### src/rrfa_pkg.sv
package rrfa_pkg;

    localparam int MAX_SEATS         = 8;
    localparam int SEAT_W            = $clog2(MAX_SEATS);
    localparam int CNT_W             = $clog2(MAX_SEATS + 1);
    localparam int NEIGHBOURS_NEEDED = 2;
    localparam int KIND_W            = 2;
    localparam int MIN_SEATS         = 2;

    typedef logic [SEAT_W-1:0]    seat_t;
    typedef logic [CNT_W-1:0]     count_t;
    typedef logic [MAX_SEATS-1:0] seat_mask_t;

    typedef enum logic [KIND_W-1:0] {
        KIND_REQUEST   = 2'd0,
        KIND_RELEASE   = 2'd1,
        KIND_TERMINATE = 2'd2
    } kind_t;

    typedef enum logic [1:0] {
        ST_IDLE,
        ST_SCAN,
        ST_DENY,
        ST_DONE
    } state_t;

    // Control broadcast from the top level to every cell
    typedef struct packed {
        count_t     seats;
        seat_mask_t busy;
        seat_mask_t present;
        logic       append;
        seat_t      append_seat;
        logic       scan_en;
        logic       pop_en;
        logic       commit;
    } cell_ctl_t;

    // Link passed from one cell to the next one toward the tail
    typedef struct packed {
        logic occupied;
        logic found;
    } cell_link_t;

    // Resource on the right-hand side of a seat
    function automatic seat_t ring_next(input seat_t s, input count_t n);
        count_t nx;
        nx = count_t'(s) + count_t'(1);
        return (nx >= n) ? seat_t'(0) : nx[SEAT_W-1:0];
    endfunction

    // Seat values that count as ring neighbors of s
    function automatic seat_mask_t adj_mask(input seat_t s, input count_t n);
        seat_mask_t m;
        count_t     nm1;
        m   = '0;
        nm1 = n - count_t'(1);
        if (s != seat_t'(MAX_SEATS - 1))
            m[seat_t'(s + seat_t'(1))] = 1'b1;
        if (s != seat_t'(0))
            m[seat_t'(s - seat_t'(1))] = 1'b1;
        if (s == seat_t'(0))
            m[nm1[SEAT_W-1:0]] = 1'b1;
        if (count_t'(s) == nm1)
            m[0] = 1'b1;
        return m;
    endfunction

    function automatic count_t clamp_seats(input count_t v);
        if (v < count_t'(MIN_SEATS))
            return count_t'(MIN_SEATS);
        else if (v > count_t'(MAX_SEATS))
            return count_t'(MAX_SEATS);
        else
            return v;
    endfunction

endpackage

### src/rrfa_ifs.sv
interface rrfa_in_if import rrfa_pkg::*; ();
    logic                valid;
    logic                ready;
    logic [KIND_W-1:0]   kind;
    logic [SEAT_W-1:0]   seat;

    modport source (output valid, kind, seat, input ready);
    modport sink   (input valid, kind, seat, output ready);
endinterface

interface rrfa_out_if import rrfa_pkg::*; ();
    logic                valid;
    logic                ready;
    logic [SEAT_W-1:0]   grant_seat;
    logic                granted;
    logic                last;

    modport source (output valid, grant_seat, granted, last, input ready);
    modport sink   (input valid, grant_seat, granted, last, output ready);
endinterface

### src/rrfa_cell.sv
module rrfa_cell
    import rrfa_pkg::*;
(
    input  logic       clk,
    input  logic       rst_n,
    input  logic       head,
    input  cell_ctl_t  ctl,
    input  cell_link_t link_in,
    input  logic       nxt_valid,
    input  seat_t      nxt_seat,
    output cell_link_t link_out,
    output logic       valid,
    output seat_t      seat,
    output logic       sel
);

    logic  valid_reg;
    logic  valid_next;
    seat_t seat_reg;
    seat_t seat_next;
    logic  eligible;
    logic  take;
    logic  load;
    logic  res_free;
    logic  near_ok;

    always_comb
    begin
        res_free = !ctl.busy[seat_reg] && !ctl.busy[ring_next(seat_reg, ctl.seats)];
        near_ok  = head ||
                   ($countones(adj_mask(seat_reg, ctl.seats) & ctl.present)
                    == NEIGHBOURS_NEEDED);
        eligible = (count_t'(seat_reg) < ctl.seats) && res_free && near_ok;
    end

    assign sel  = valid_reg && !link_in.found &&
                  ((ctl.scan_en && eligible) || (ctl.pop_en && head));
    // Once an entry ahead is picked, everything behind moves up one place
    assign take = ctl.commit && (sel || link_in.found);
    assign load = ctl.append && !valid_reg && link_in.occupied;

    always_comb
    begin
        valid_next = valid_reg;
        seat_next  = seat_reg;
        if (take)
        begin
            valid_next = nxt_valid;
            seat_next  = nxt_seat;
        end
        else if (load)
        begin
            valid_next = 1'b1;
            seat_next  = ctl.append_seat;
        end
    end

    always_ff @(posedge clk or negedge rst_n)
    begin
        if (!rst_n)
            valid_reg <= 1'b0;
        else
            valid_reg <= valid_next;
    end

    always_ff @(posedge clk)
    begin
        seat_reg <= seat_next;
    end

    assign link_out.occupied = valid_reg;
    assign link_out.found    = link_in.found || sel;
    assign valid             = valid_reg;
    assign seat              = seat_reg;

endmodule

### src/ring_resource_fair_arbiter.sv
// Request, release or unknown word: the queue is rescanned, then the held result is flushed
// before the next accept (at most 4 grants on a ring of 8); once stopped, there is no rescan.
// Terminate: each waiter is denied; the queue drains one entry a cycle unless the sink stalls.
// The rescan picks one grant per cycle from the chain of queue cells unless the sink stalls.
// Results leave through a one-word hold stage and an output register.
// Reset (rst_n low, asynchronous) empties the queue, frees all resources, clears stop.
module ring_resource_fair_arbiter
    import rrfa_pkg::*;
(
    input  logic                clk,
    input  logic                rst_n,
    rrfa_in_if.sink             in_ch,
    rrfa_out_if.source          out_ch,
    input  logic                cfg_we,
    input  logic [CNT_W-1:0]    cfg_data
);

    state_t     state_reg;
    state_t     state_next;
    count_t     seats_reg;
    seat_mask_t busy_reg;
    seat_mask_t busy_next;
    logic       stopped_reg;
    logic       stopped_next;

    logic       pend_valid_reg;
    logic       pend_valid_next;
    seat_t      pend_seat_reg;
    seat_t      pend_seat_next;
    logic       pend_granted_reg;
    logic       pend_granted_next;

    logic       out_valid_reg;
    logic       out_valid_next;
    seat_t      out_seat_reg;
    seat_t      out_seat_next;
    logic       out_granted_reg;
    logic       out_granted_next;
    logic       out_last_reg;
    logic       out_last_next;

    cell_ctl_t  ctl;
    cell_link_t link [MAX_SEATS+1];
    logic       q_valid [MAX_SEATS];
    seat_t      q_seat  [MAX_SEATS];
    logic [MAX_SEATS-1:0] q_valid_vec;
    logic [MAX_SEATS-1:0] q_sel;
    seat_mask_t present;
    seat_t      sel_seat;
    logic       hit_any;
    logic       out_free;
    logic       can;
    logic       emit_en;
    seat_t      emit_seat;
    logic       emit_granted;
    logic       append;
    seat_t      in_seat;
    logic       seat_ok;

    assign out_free = !out_valid_reg || out_ch.ready;
    assign can      = !pend_valid_reg || out_free;
    assign in_seat  = in_ch.seat;
    assign seat_ok  = count_t'(in_seat) < seats_reg;

    always_comb
    begin
        present  = '0;
        sel_seat = '0;
        for (int i = 0; i < MAX_SEATS; i++)
        begin
            q_valid_vec[i] = q_valid[i];
            if (q_valid[i])
                present[q_seat[i]] = 1'b1;
            if (q_sel[i])
                sel_seat = sel_seat | q_seat[i];
        end
        hit_any = |q_sel;
    end

    always_comb
    begin
        ctl.seats       = seats_reg;
        ctl.busy        = busy_reg;
        ctl.present     = present;
        ctl.append      = append;
        ctl.append_seat = in_seat;
        ctl.scan_en     = (state_reg == ST_SCAN);
        ctl.pop_en      = (state_reg == ST_DENY);
        ctl.commit      = can;
    end

    assign link[0] = '{occupied: 1'b1, found: 1'b0};

    for (genvar g = 0; g < MAX_SEATS; g++)
    begin : g_cell
        logic  nv;
        seat_t ns;
        if (g == MAX_SEATS - 1)
        begin : g_tail
            assign nv = 1'b0;
            assign ns = '0;
        end
        else
        begin : g_mid
            assign nv = q_valid[g+1];
            assign ns = q_seat[g+1];
        end

        rrfa_cell u_cell (
            .clk       (clk),
            .rst_n     (rst_n),
            .head      (g == 0),
            .ctl       (ctl),
            .link_in   (link[g]),
            .nxt_valid (nv),
            .nxt_seat  (ns),
            .link_out  (link[g+1]),
            .valid     (q_valid[g]),
            .seat      (q_seat[g]),
            .sel       (q_sel[g])
        );
    end

    always_comb
    begin
        state_next        = state_reg;
        busy_next         = busy_reg;
        stopped_next      = stopped_reg;
        pend_valid_next   = pend_valid_reg;
        pend_seat_next    = pend_seat_reg;
        pend_granted_next = pend_granted_reg;
        out_valid_next    = out_valid_reg && !out_ch.ready;
        out_seat_next     = out_seat_reg;
        out_granted_next  = out_granted_reg;
        out_last_next     = out_last_reg;
        emit_en           = 1'b0;
        emit_seat         = sel_seat;
        emit_granted      = 1'b0;
        append            = 1'b0;
        in_ch.ready       = (state_reg == ST_IDLE);

        unique case (state_reg)
            ST_IDLE:
            begin
                if (in_ch.valid)
                begin
                    state_next = stopped_reg ? ST_DONE : ST_SCAN;
                    case (kind_t'(in_ch.kind))
                        KIND_REQUEST:
                        begin
                            if (seat_ok && !present[in_seat])
                            begin
                                if (stopped_reg)
                                begin
                                    emit_en      = 1'b1;
                                    emit_seat    = in_seat;
                                    emit_granted = 1'b0;
                                end
                                else
                                    append = 1'b1;
                            end
                        end
                        KIND_RELEASE:
                        begin
                            if (seat_ok)
                            begin
                                busy_next[in_seat]                       = 1'b0;
                                busy_next[ring_next(in_seat, seats_reg)] = 1'b0;
                            end
                        end
                        KIND_TERMINATE:
                        begin
                            if (!stopped_reg)
                            begin
                                stopped_next = 1'b1;
                                state_next   = ST_DENY;
                            end
                        end
                        default:
                        begin
                        end
                    endcase
                end
            end
            ST_SCAN:
            begin
                if (!hit_any)
                    state_next = ST_DONE;
                else if (can)
                begin
                    emit_en                                   = 1'b1;
                    emit_granted                              = 1'b1;
                    busy_next[sel_seat]                       = 1'b1;
                    busy_next[ring_next(sel_seat, seats_reg)] = 1'b1;
                end
            end
            ST_DENY:
            begin
                if (!hit_any)
                    state_next = ST_DONE;
                else if (can)
                begin
                    emit_en      = 1'b1;
                    emit_granted = 1'b0;
                end
            end
            ST_DONE:
            begin
                // Flush the held word, now known to be the final one
                if (!pend_valid_reg)
                    state_next = ST_IDLE;
                else if (out_free)
                begin
                    out_valid_next   = 1'b1;
                    out_seat_next    = pend_seat_reg;
                    out_granted_next = pend_granted_reg;
                    out_last_next    = 1'b1;
                    pend_valid_next  = 1'b0;
                    state_next       = ST_IDLE;
                end
            end
            default:
                state_next = ST_IDLE;
        endcase

        // Hold each new word until the next one shows whether it was the last
        if (emit_en)
        begin
            if (pend_valid_reg)
            begin
                out_valid_next   = 1'b1;
                out_seat_next    = pend_seat_reg;
                out_granted_next = pend_granted_reg;
                out_last_next    = 1'b0;
            end
            pend_valid_next   = 1'b1;
            pend_seat_next    = emit_seat;
            pend_granted_next = emit_granted;
        end
    end

    always_ff @(posedge clk or negedge rst_n)
    begin
        if (!rst_n)
        begin
            state_reg      <= ST_IDLE;
            seats_reg      <= count_t'(MAX_SEATS);
            busy_reg       <= '0;
            stopped_reg    <= 1'b0;
            pend_valid_reg <= 1'b0;
            out_valid_reg  <= 1'b0;
        end
        else
        begin
            state_reg      <= state_next;
            busy_reg       <= busy_next;
            stopped_reg    <= stopped_next;
            pend_valid_reg <= pend_valid_next;
            out_valid_reg  <= out_valid_next;
            if (cfg_we)
                seats_reg <= clamp_seats(cfg_data);
        end
    end

    always_ff @(posedge clk)
    begin
        pend_seat_reg    <= pend_seat_next;
        pend_granted_reg <= pend_granted_next;
        out_seat_reg     <= out_seat_next;
        out_granted_reg  <= out_granted_next;
        out_last_reg     <= out_last_next;
    end

    assign out_ch.valid      = out_valid_reg;
    assign out_ch.grant_seat = out_seat_reg;
    assign out_ch.granted    = out_granted_reg;
    assign out_ch.last       = out_last_reg;

    a_queue_packed: assert property (@(posedge clk) disable iff (!rst_n)
        (q_valid_vec & (q_valid_vec + 1'b1)) == '0)
        else $error("queue cells not packed toward the head");

    a_one_pick: assert property (@(posedge clk) disable iff (!rst_n)
        $onehot0(q_sel))
        else $error("more than one queue cell picked");

    a_idle_no_pend: assert property (@(posedge clk) disable iff (!rst_n)
        (state_reg == ST_IDLE) |-> !pend_valid_reg)
        else $error("held word left over at idle");

    a_grant_takes: assert property (@(posedge clk) disable iff (!rst_n)
        (state_reg == ST_SCAN && hit_any && can) |=> busy_reg[$past(sel_seat)])
        else $error("granted seat did not take its resource");

    a_stop_empty: assert property (@(posedge clk) disable iff (!rst_n)
        (stopped_reg && state_reg == ST_IDLE) |-> (q_valid_vec == '0))
        else $error("waiters left after terminate");

endmodule

### src/flat_wrapper.sv
// flat-port wrapper written by rule: the top's interface ports become plain ports
module ring_resource_fair_arbiter_flat import rrfa_pkg::*;
  (clk, rst_n, cfg_we, cfg_data, in_ch_valid, in_ch_kind, in_ch_seat, in_ch_ready, out_ch_valid, out_ch_grant_seat, out_ch_granted, out_ch_last, out_ch_ready);
  rrfa_in_if in_ch_i ();
  rrfa_out_if out_ch_i ();
  input  logic clk;
  input  logic rst_n;
  input  logic cfg_we;
  input  logic [CNT_W-1:0] cfg_data;
  input wire logic [$bits(in_ch_i.valid)-1:0] in_ch_valid;
  input wire logic [$bits(in_ch_i.kind)-1:0] in_ch_kind;
  input wire logic [$bits(in_ch_i.seat)-1:0] in_ch_seat;
  output wire logic [$bits(in_ch_i.ready)-1:0] in_ch_ready;
  output wire logic [$bits(out_ch_i.valid)-1:0] out_ch_valid;
  output wire logic [$bits(out_ch_i.grant_seat)-1:0] out_ch_grant_seat;
  output wire logic [$bits(out_ch_i.granted)-1:0] out_ch_granted;
  output wire logic [$bits(out_ch_i.last)-1:0] out_ch_last;
  input wire logic [$bits(out_ch_i.ready)-1:0] out_ch_ready;
  assign in_ch_i.valid = in_ch_valid;
  assign in_ch_i.kind = in_ch_kind;
  assign in_ch_i.seat = in_ch_seat;
  assign in_ch_ready = in_ch_i.ready;
  assign out_ch_valid = out_ch_i.valid;
  assign out_ch_grant_seat = out_ch_i.grant_seat;
  assign out_ch_granted = out_ch_i.granted;
  assign out_ch_last = out_ch_i.last;
  assign out_ch_i.ready = out_ch_ready;
  ring_resource_fair_arbiter u_core (.clk(clk), .rst_n(rst_n), .in_ch(in_ch_i), .out_ch(out_ch_i), .cfg_we(cfg_we), .cfg_data(cfg_data));
endmodule
### config.mk
export PLATFORM = sky130hd
export DESIGN_NAME = ring_resource_fair_arbiter_flat
export DESIGN_NICKNAME = d
export VERILOG_FILES = /design/src/rrfa_pkg.sv /design/src/rrfa_ifs.sv /design/src/rrfa_cell.sv /design/src/ring_resource_fair_arbiter.sv /design/src/flat_wrapper.sv
export SDC_FILE = /design/constraint.sdc
export NUM_CORES = 1
export LEC_CHECK = 0
export BUFFER_PORTS_ARGS = -buffer_cell sky130_fd_sc_hd__buf_2
export CAP_MARGIN = 25
export CORE_UTILIZATION = 55
export CTS_CLUSTER_DIAMETER = 120
export CTS_CLUSTER_SIZE = 14
export DETAILED_ROUTE_END_ITERATION = 6
export GPL_ROUTABILITY_DRIVEN = 0
export PLACE_DENSITY_LB_ADDON = 0.12
export REMOVE_ABC_BUFFERS = 1
export SLEW_MARGIN = 25
export SYNTH_ARGS = -nofsm -noshare
export SYNTH_HDL_FRONTEND = slang
export SYNTH_SLANG_ARGS = --single-unit
### constraint.sdc
create_clock -name clk -period 7.8 [get_ports clk]
set_input_delay 0.78 -clock clk [delete_from_list [all_inputs] [get_ports clk]]
set_output_delay 0.78 -clock clk [all_outputs]
set_load 0.005 [all_outputs]
=== Word level (Yosys, flattened, before mapping) ===
Cells that the tools add are included.

* Add/subtract/negate cells: 74
* Magnitude comparators: 83
* Eq/ne operators: 33
* Mux-type cells: 229
* Bitwise logic cells: 41
* Reductions and logical operators: 174

{| class="wikitable"
|+ Operator list
! operator !! count
|-
| $mux W8 || 34
|-
| $or A8 B8 Y8 || 23
|-
| $lt A3 B4 Y1 const B || 35
|-
| $mux W3 || 42
|-
| $logic_and A1 B1 Y1 || 98
|-
| $mux W1 || 97
|-
| $demux W1 S3 || 27
|-
| $ge A3 B1 Y1 const B || 27
|-
| $and A8 B8 Y8 || 9
|-
| $add A1 B1 Y2 || 28
|-
| $bmux W1 S3 || 17
|-
| $add A2 B2 Y3 || 14
|-
| $add A3 B1 Y4 const B || 10
|-
| $ge A4 B4 Y1 || 10
|-
| $lt A3 B4 Y1 || 9
|-
| $logic_not A1 Y1 || 35
|-
| $add A3 B3 Y4 || 7
|-
| $eq A3 B4 Y1 || 7
|-
| $eq A4 B2 Y1 const B || 7
|-
| $ne A3 B3 Y1 const B || 8
|-
| $add A3 B1 Y3 const B || 7
|-
| $logic_not A3 Y1 || 7
|-
| $or A3 B3 Y3 || 7
|-
| $reduce_bool A3 Y1 || 7
|-
| 21 further kinds || 62
|}

* Bits in registers: 58
* Input bits: 14
* Output and inout bits: 7
* Logic and storage cells: 661

=== Longest topological paths before layout ===
* Depth after elaboration: 63
* Mapped depth: 39
* Depth with buffers taken out: 36

=== Cells and area by module ===
A second synthesis with hierarchy kept.

* Cell total of the unflattened synthesis: 1,328
* Area, all modules: 11,393.4 um^2

{| class="wikitable"
|+ By module, submodules not included
! module !! times used !! cells an instance !! area an instance (um^2) !! seq. area each (um^2)
|-
| rrfa_cell at u_core.g_cell[0].u_cell ... || 6 || 125 || 1,079.8 || 115.1
|-
| ring_resource_fair_arbiter || 1 || 333 || 2,773.9 || 696.9
|-
| rrfa_cell at u_core.g_cell[7].u_cell || 1 || 119 || 1,073.5 || 115.1
|-
| rrfa_cell at u_core.g_cell[4].u_cell || 1 || 126 || 1,067.3 || 115.1
|}

=== Least setup slack after synthesis ===
Ideal clock, no wire load.

* Path kind: flip-flop to flip-flop
* From: reg u_core.seats_reg[0]
* To: reg u_core.busy_reg[5]
* Setup time: 0.066 ns
* Arrival time: 7.784 ns
* Required time: 7.734 ns
* Slack: -0.050 ns
* Stages on the path, launching flop included: 35
* Path buffers: 2
* Clock period less this slack: 7.850 ns
* Cell sequence: dfrtp_1 > inv_1 > ha_1 > xor2_1 > clkbuf_1 > xnor2_1 > nand2_1 > nor3_1 > a221oi_1 > nor2_1 > fa_1 > inv_1 > fa_1 > inv_1 > fa_1 > ha_1 > fa_1 > nand4b_1 > a311oi_1 > o2111ai_2 > o211ai_1 > a211oi_1 > nor3_1 > and2_1 > buf_4 > inv_2 > ha_1 > or3_4 > nand2_4 > inv_2 > ha_1 > a21o_1 > a21oi_1 > nor4b_2 > a221o_1

* Longest elaborated chain between the ends: 52
* Elaborated cells on any way between the ends: 255
* Classes of those cells: add/sub: 51; order compare: 27; eq/ne: 16; mux: 62; bitwise: 25; reduce/logical: 74

{| class="wikitable"
|+ Ends and longest elaborated chain
! what !! RTL line !! source
|-
| from (decl) || ring_resource_fair_arbiter.sv:20 || <nowiki>count_t seats_reg;</nowiki>
|-
| from (signal assigned) || ring_resource_fair_arbiter.sv:247 || <nowiki>seats_reg <= count_t'(MAX_SEATS);</nowiki>
|-
| from (signal assigned) || ring_resource_fair_arbiter.sv:261 || <nowiki>seats_reg <= clamp_seats(cfg_data);</nowiki>
|-
| $sub A4 B1 Y4 || - ||
|-
| $lt A3 B4 Y1 / $ge A3 B1 Y1 (equally long branches) || - ||
|-
| $logic_and A1 B1 Y1 || - ||
|-
| $mux W1 || - ||
|-
| $demux W1 S3 || - ||
|-
| $or A8 B8 Y8 (no line) || - ||
|-
| $mux W8 || rrfa_pkg.sv:62 || <nowiki>if (s == seat_t'(0))</nowiki>
|-
| $mux W1 || rrfa_pkg.sv:64 || <nowiki>if (count_t'(s) == nm1)</nowiki>
|-
| [36 not listed] || - ||
|-
| $lt A3 B4 Y1 (not written as such) / $ge A3 B1 Y1 (equally long branches) || ring_resource_fair_arbiter.sv:194 || <nowiki>busy_next[ring_next(sel_seat, seats_reg)] = 1'b1;</nowiki>
|-
| $logic_and A1 B1 Y1 (not written as such) || ring_resource_fair_arbiter.sv:194 ||
|-
| $mux W1 (not written as such) || ring_resource_fair_arbiter.sv:194 ||
|-
| $demux W1 S3 || - ||
|-
| $or A8 B8 Y8 (no line) || - ||
|-
| $mux W8 || ring_resource_fair_arbiter.sv:189 || <nowiki>else if (can)</nowiki>
|-
| $mux W8 || ring_resource_fair_arbiter.sv:187 || <nowiki>if (!hit_any)</nowiki>
|-
| $pmux W8 S2 || ring_resource_fair_arbiter.sv:142 || <nowiki>unique case (state_reg)</nowiki>
|-
| to (signal assigned) || ring_resource_fair_arbiter.sv:256 || <nowiki>busy_reg <= busy_next;</nowiki>
|-
| to (decl) || ring_resource_fair_arbiter.sv:21 || <nowiki>seat_mask_t busy_reg;</nowiki>
|}

Several ways; a longest one is shown, not always the timed one. The select of a mux whose other input is x is not followed.
A chain may end at the register's enable or synchronous reset.

=== Worst setup path after layout ===
* From: reg u_core.g_cell[1].u_cell.seat_reg[1]
* To: reg u_core.busy_reg[5]

* Longest elaborated chain between the ends: 62
* Elaborated cells on any way between the ends: 190
* Classes of those cells: add/sub: 53; order compare: 13; eq/ne: 10; mux: 37; bitwise: 25; reduce/logical: 52

{| class="wikitable"
|+ Ends and longest elaborated chain
! what !! RTL line !! source
|-
| from (decl) || rrfa_cell.sv:19 || <nowiki>seat_t seat_reg;</nowiki>
|-
| from (signal assigned) || rrfa_cell.sv:68 || <nowiki>seat_reg <= seat_next;</nowiki>
|-
| $lt A3 B4 Y1 (not written as such) / $ge A3 B1 Y1 (equally long branches) || ring_resource_fair_arbiter.sv:73 || <nowiki>present[q_seat[i]] = 1'b1;</nowiki>
|-
| $logic_and A1 B1 Y1 (not written as such) || ring_resource_fair_arbiter.sv:73 ||
|-
| $mux W1 (not written as such) || ring_resource_fair_arbiter.sv:73 ||
|-
| $demux W1 S3 || ring_resource_fair_arbiter.sv:73 ||
|-
| $or A8 B8 Y8 (no line) || - ||
|-
| $mux W8 || ring_resource_fair_arbiter.sv:72 || <nowiki>if (q_valid[i])</nowiki>
|-
| $or A8 B8 Y8 (no line) || - ||
|-
| $mux W8 || ring_resource_fair_arbiter.sv:72 ||
|-
| [46 not listed] || - ||
|-
| $lt A3 B4 Y1 (not written as such) / $ge A3 B1 Y1 (equally long branches) || ring_resource_fair_arbiter.sv:194 ||
|-
| $logic_and A1 B1 Y1 (not written as such) || ring_resource_fair_arbiter.sv:194 ||
|-
| $mux W1 (not written as such) || ring_resource_fair_arbiter.sv:194 ||
|-
| $demux W1 S3 || - ||
|-
| $or A8 B8 Y8 (no line) || - ||
|-
| $mux W8 || ring_resource_fair_arbiter.sv:189 ||
|-
| $mux W8 || ring_resource_fair_arbiter.sv:187 ||
|-
| $pmux W8 S2 || ring_resource_fair_arbiter.sv:142 ||
|}

Several ways; a longest one is shown, not always the timed one. The select of a mux whose other input is x is not followed.

==> flow_summary.json <==
{
  "cts_root_buf": "clkbuf_16",
  "ys_types": 95,
  "drt_iter0_drc": 1081,
  "internal-power_mw": 2.38,
  "drv_slew": 0,
  "layout_common_cells": "buf_4, ha_1, nand2_1",
  "cp-end-kind": "flop",
  "p_seq_share_pct": 11.7,
  "area_delta_synth_final_pct": 15.3,
  "final_util_pct": 65.0,
  "skew_ns": 0.00477,
  "async_reset_ff_share_pct": 43.1,
  "syn_area_um2": 10200,
  "criticalPathCategory": "reg2reg",
  "combPwrFrac_pct": 79.7,
  "hp-class": "in2async",
  "first_pass_iters": 6,
  "grt_max_degree": 26,
  "vias_per_cell": 6.94,
  "worst_ep_required_time_ns": 8.07,
  "switching_power_mw": 2.62,
  "maxCapViolations": 0,
  "p_total_mw": 5.00,
  "numCtsBuffers": 9,
  "drc": 0,
  "gr-total-overflow": 0,
  "fill_cells": 1546,
  "arrival_ns": 7.82,
  "ant_nets": 0,
  "crit_buf_inv": 7,
  "timing.final.ws_setup_ns": 0.253,
  "start_util_pct": 56.4,
  "dr_total_vias": 10705,
  "cts.htree.levels": 3,
  "ys_ff_latch": 58,
  "multi_input_area_um2": 8150,
  "post-route-min-period_ns": 7.55,
  "largest_register_ffs": 24,
  "wl_per_cell_um": 23.9,
  "gr-usage-all-layers_pct": 38.9,
  "grt_pass1_vias": 9652,
  "io_buffers": 20,
  "num_rows": 49,
  "yosysSeqAreaShare_pct": 15.6,
  "hold_violations": 0,
  "dp_slack_ns": -0.121,
  "n_antenna_cell": 0,
  "routed_wl_mm": 36.9,
  "clk_pin_slew_ns": 0.05,
  "cts_tree": "done",
  "synth_cells": 1225,
  "cpLargestDelayFamily": "simple AND/OR/NAND/NOR gates",
  "yosys_most_used_dff": "edfxtp_1",
  "grt_antenna_before_repair": 1,
  "cpPeakStageDelay_ns": 0.59,
  "max_clock_freq_ghz": 0.132,
  "path_max_fanout": 14,
  "die_area_um2": 19000,
  "p_per_area_nw_per_um2": 426,
  "crit_path_start_kind": "flop",
  "fp.dieW_um": 138,
  "clk_path_buf_depth": 2,
  "final_cell_count_no_fill": 1542,
  "boundaryPins": 21,
  "place_hpwl_mm": 26.5,
  "clock_latency_ns": 0.33,
  "die_y_um": 138,
  "cpMaxStageDelayCell": "or4_4",
  "grt_pass1_wl_mm": 55.0,
  "setup_viol": 0,
  "ff_latch_area_um2": 1590,
  "cpMostUsedCell": "fa_1",
  "slew_headroom_pct": 26.5,
  "ir_drop_v": 0.000192,
  "status": "finished clean",
  "r2r_slack_ns": 0.25,
  "power.leakage_nw": 5.04,
  "clockPowerShare_pct": 8.7,
  "nNetsFinal": 1475,
  "synth-edff-count": 30,
  "clkSinkCount": 58,
  "sw_frac_of_total_pct": 52.3,
  "core_area_um2": 18000,
  "final_common_cell": "buf_4",
  "ys_warn_count": 0,
  "finalCritPeriodShare_pct": 96.8,
  "worst_slew_pin_slew_ns": 1.10,
  "layout-drive-gt1-share_pct": 21.0,
  "syn_area_per_cell_um2": 8.30,
  "dp.cells": 1506
}
synth_stat cells, types with 19 or more instances:
master,count,area [um2]
inv_1,63,236
nor3_1,38,190
and2_1,19,119
o21ai_0,61,305
nand2_1,101,379
mux2_2,25,282
fa_1,28,561
nand2b_1,25,156
dfrtp_1,24,601
nor2b_1,39,244
mux2i_1,30,300
o22ai_1,20,125
ha_1,125,1560
nand4_1,21,131
edfxtp_1,30,901
a21oi_1,55,275
buf_2,22,110
clkbuf_1,45,169
nor2_1,98,368
power by group through the flow:
| stage | registers [mW] | clock network, mW | logic, mW |
|---|---|---|---|
| after floorplan | 0.666 | 0 | 2.35 |
| after global placement | 0.574 | 0 | 3.64 |
| after detailed placement | 0.579 | 0 | 3.70 |
| after CTS | 0.575 | 0.429 | 3.73 |
| after global routing | 0.586 | 0.448 | 4.33 |
| final | 0.583 | 0.433 | 3.98 |
worst paths after layout:
check	end	cells past startpoint	from
max	u_core.busy_reg[5]	32	u_core.g_cell[1].u_cell.seat[1]
min	u_core.g_cell[1].u_cell.valid	1	rst_n
max reg2reg	u_core.busy_reg[5]	32	u_core.g_cell[1].u_cell.seat[1]
min reg2reg	flop	1	u_core.pend_granted_reg
max in group asynchronous	u_core.seats_reg[0]	1	rst_n
min in group clk	flop	1	u_core.pend_granted_reg
timing repair:
action	CTS	global route
endpoints found under the setup margin	8	8
setup buffers	0	20
pin swaps	0	24
gates resized for setup	2	47
hold buffers	0	0
metal layers:
| layer | vias to the layer above | global-route usage, % | routed length [um] |
|---|---|---|---|
| met2 | 707 | 59.3 | 16100 |
| met5 | - | 0 | 0 |
| met4 | 0 | 17.7 | 1730 |
| met1 | 5106 | 52.7 | 14800 |
| met3 | 152 | 7.89 | 4270 |
| li1 | 4740 | - | - |
cell families (layout without fill, tap and decap cells):
family          Yosys count  count (layout)  share of synthesized area (%)
simple gates            460             460                           24.7
mux                      71              71                           9.27
xor+xnor                 18              18                           1.55
flops                    58              58                           15.6
compound gates          314             314                           21.7
buf+inv                 151             239                           6.25
fa+ha+maj               153             153                           20.9
per-stage QoR:
stage	hold slack (ns)	setup TNS, ns	cell area [um2]
detailed placement	0.515	-0.286	11000
finish	0.486	0	11700
global route	0.517	-0.00109	11700
global placement	0.510	-0.149	11000
CTS	0.508	0	11400
floorplan	0.484	-2.41	9800
layout make-up:
class	count	share of cell area [%]
Clock buffer	11	2.07
Timing Repair Buffer	151	9.48
Tap cell	229	2.44
Clock inverter	5	0.651
Multi-Input combinational cell	1016	69.5
Sequential cell	58	13.5
Inverter	72	2.34
No activity file was read; power rests on OpenSTA's default activity.
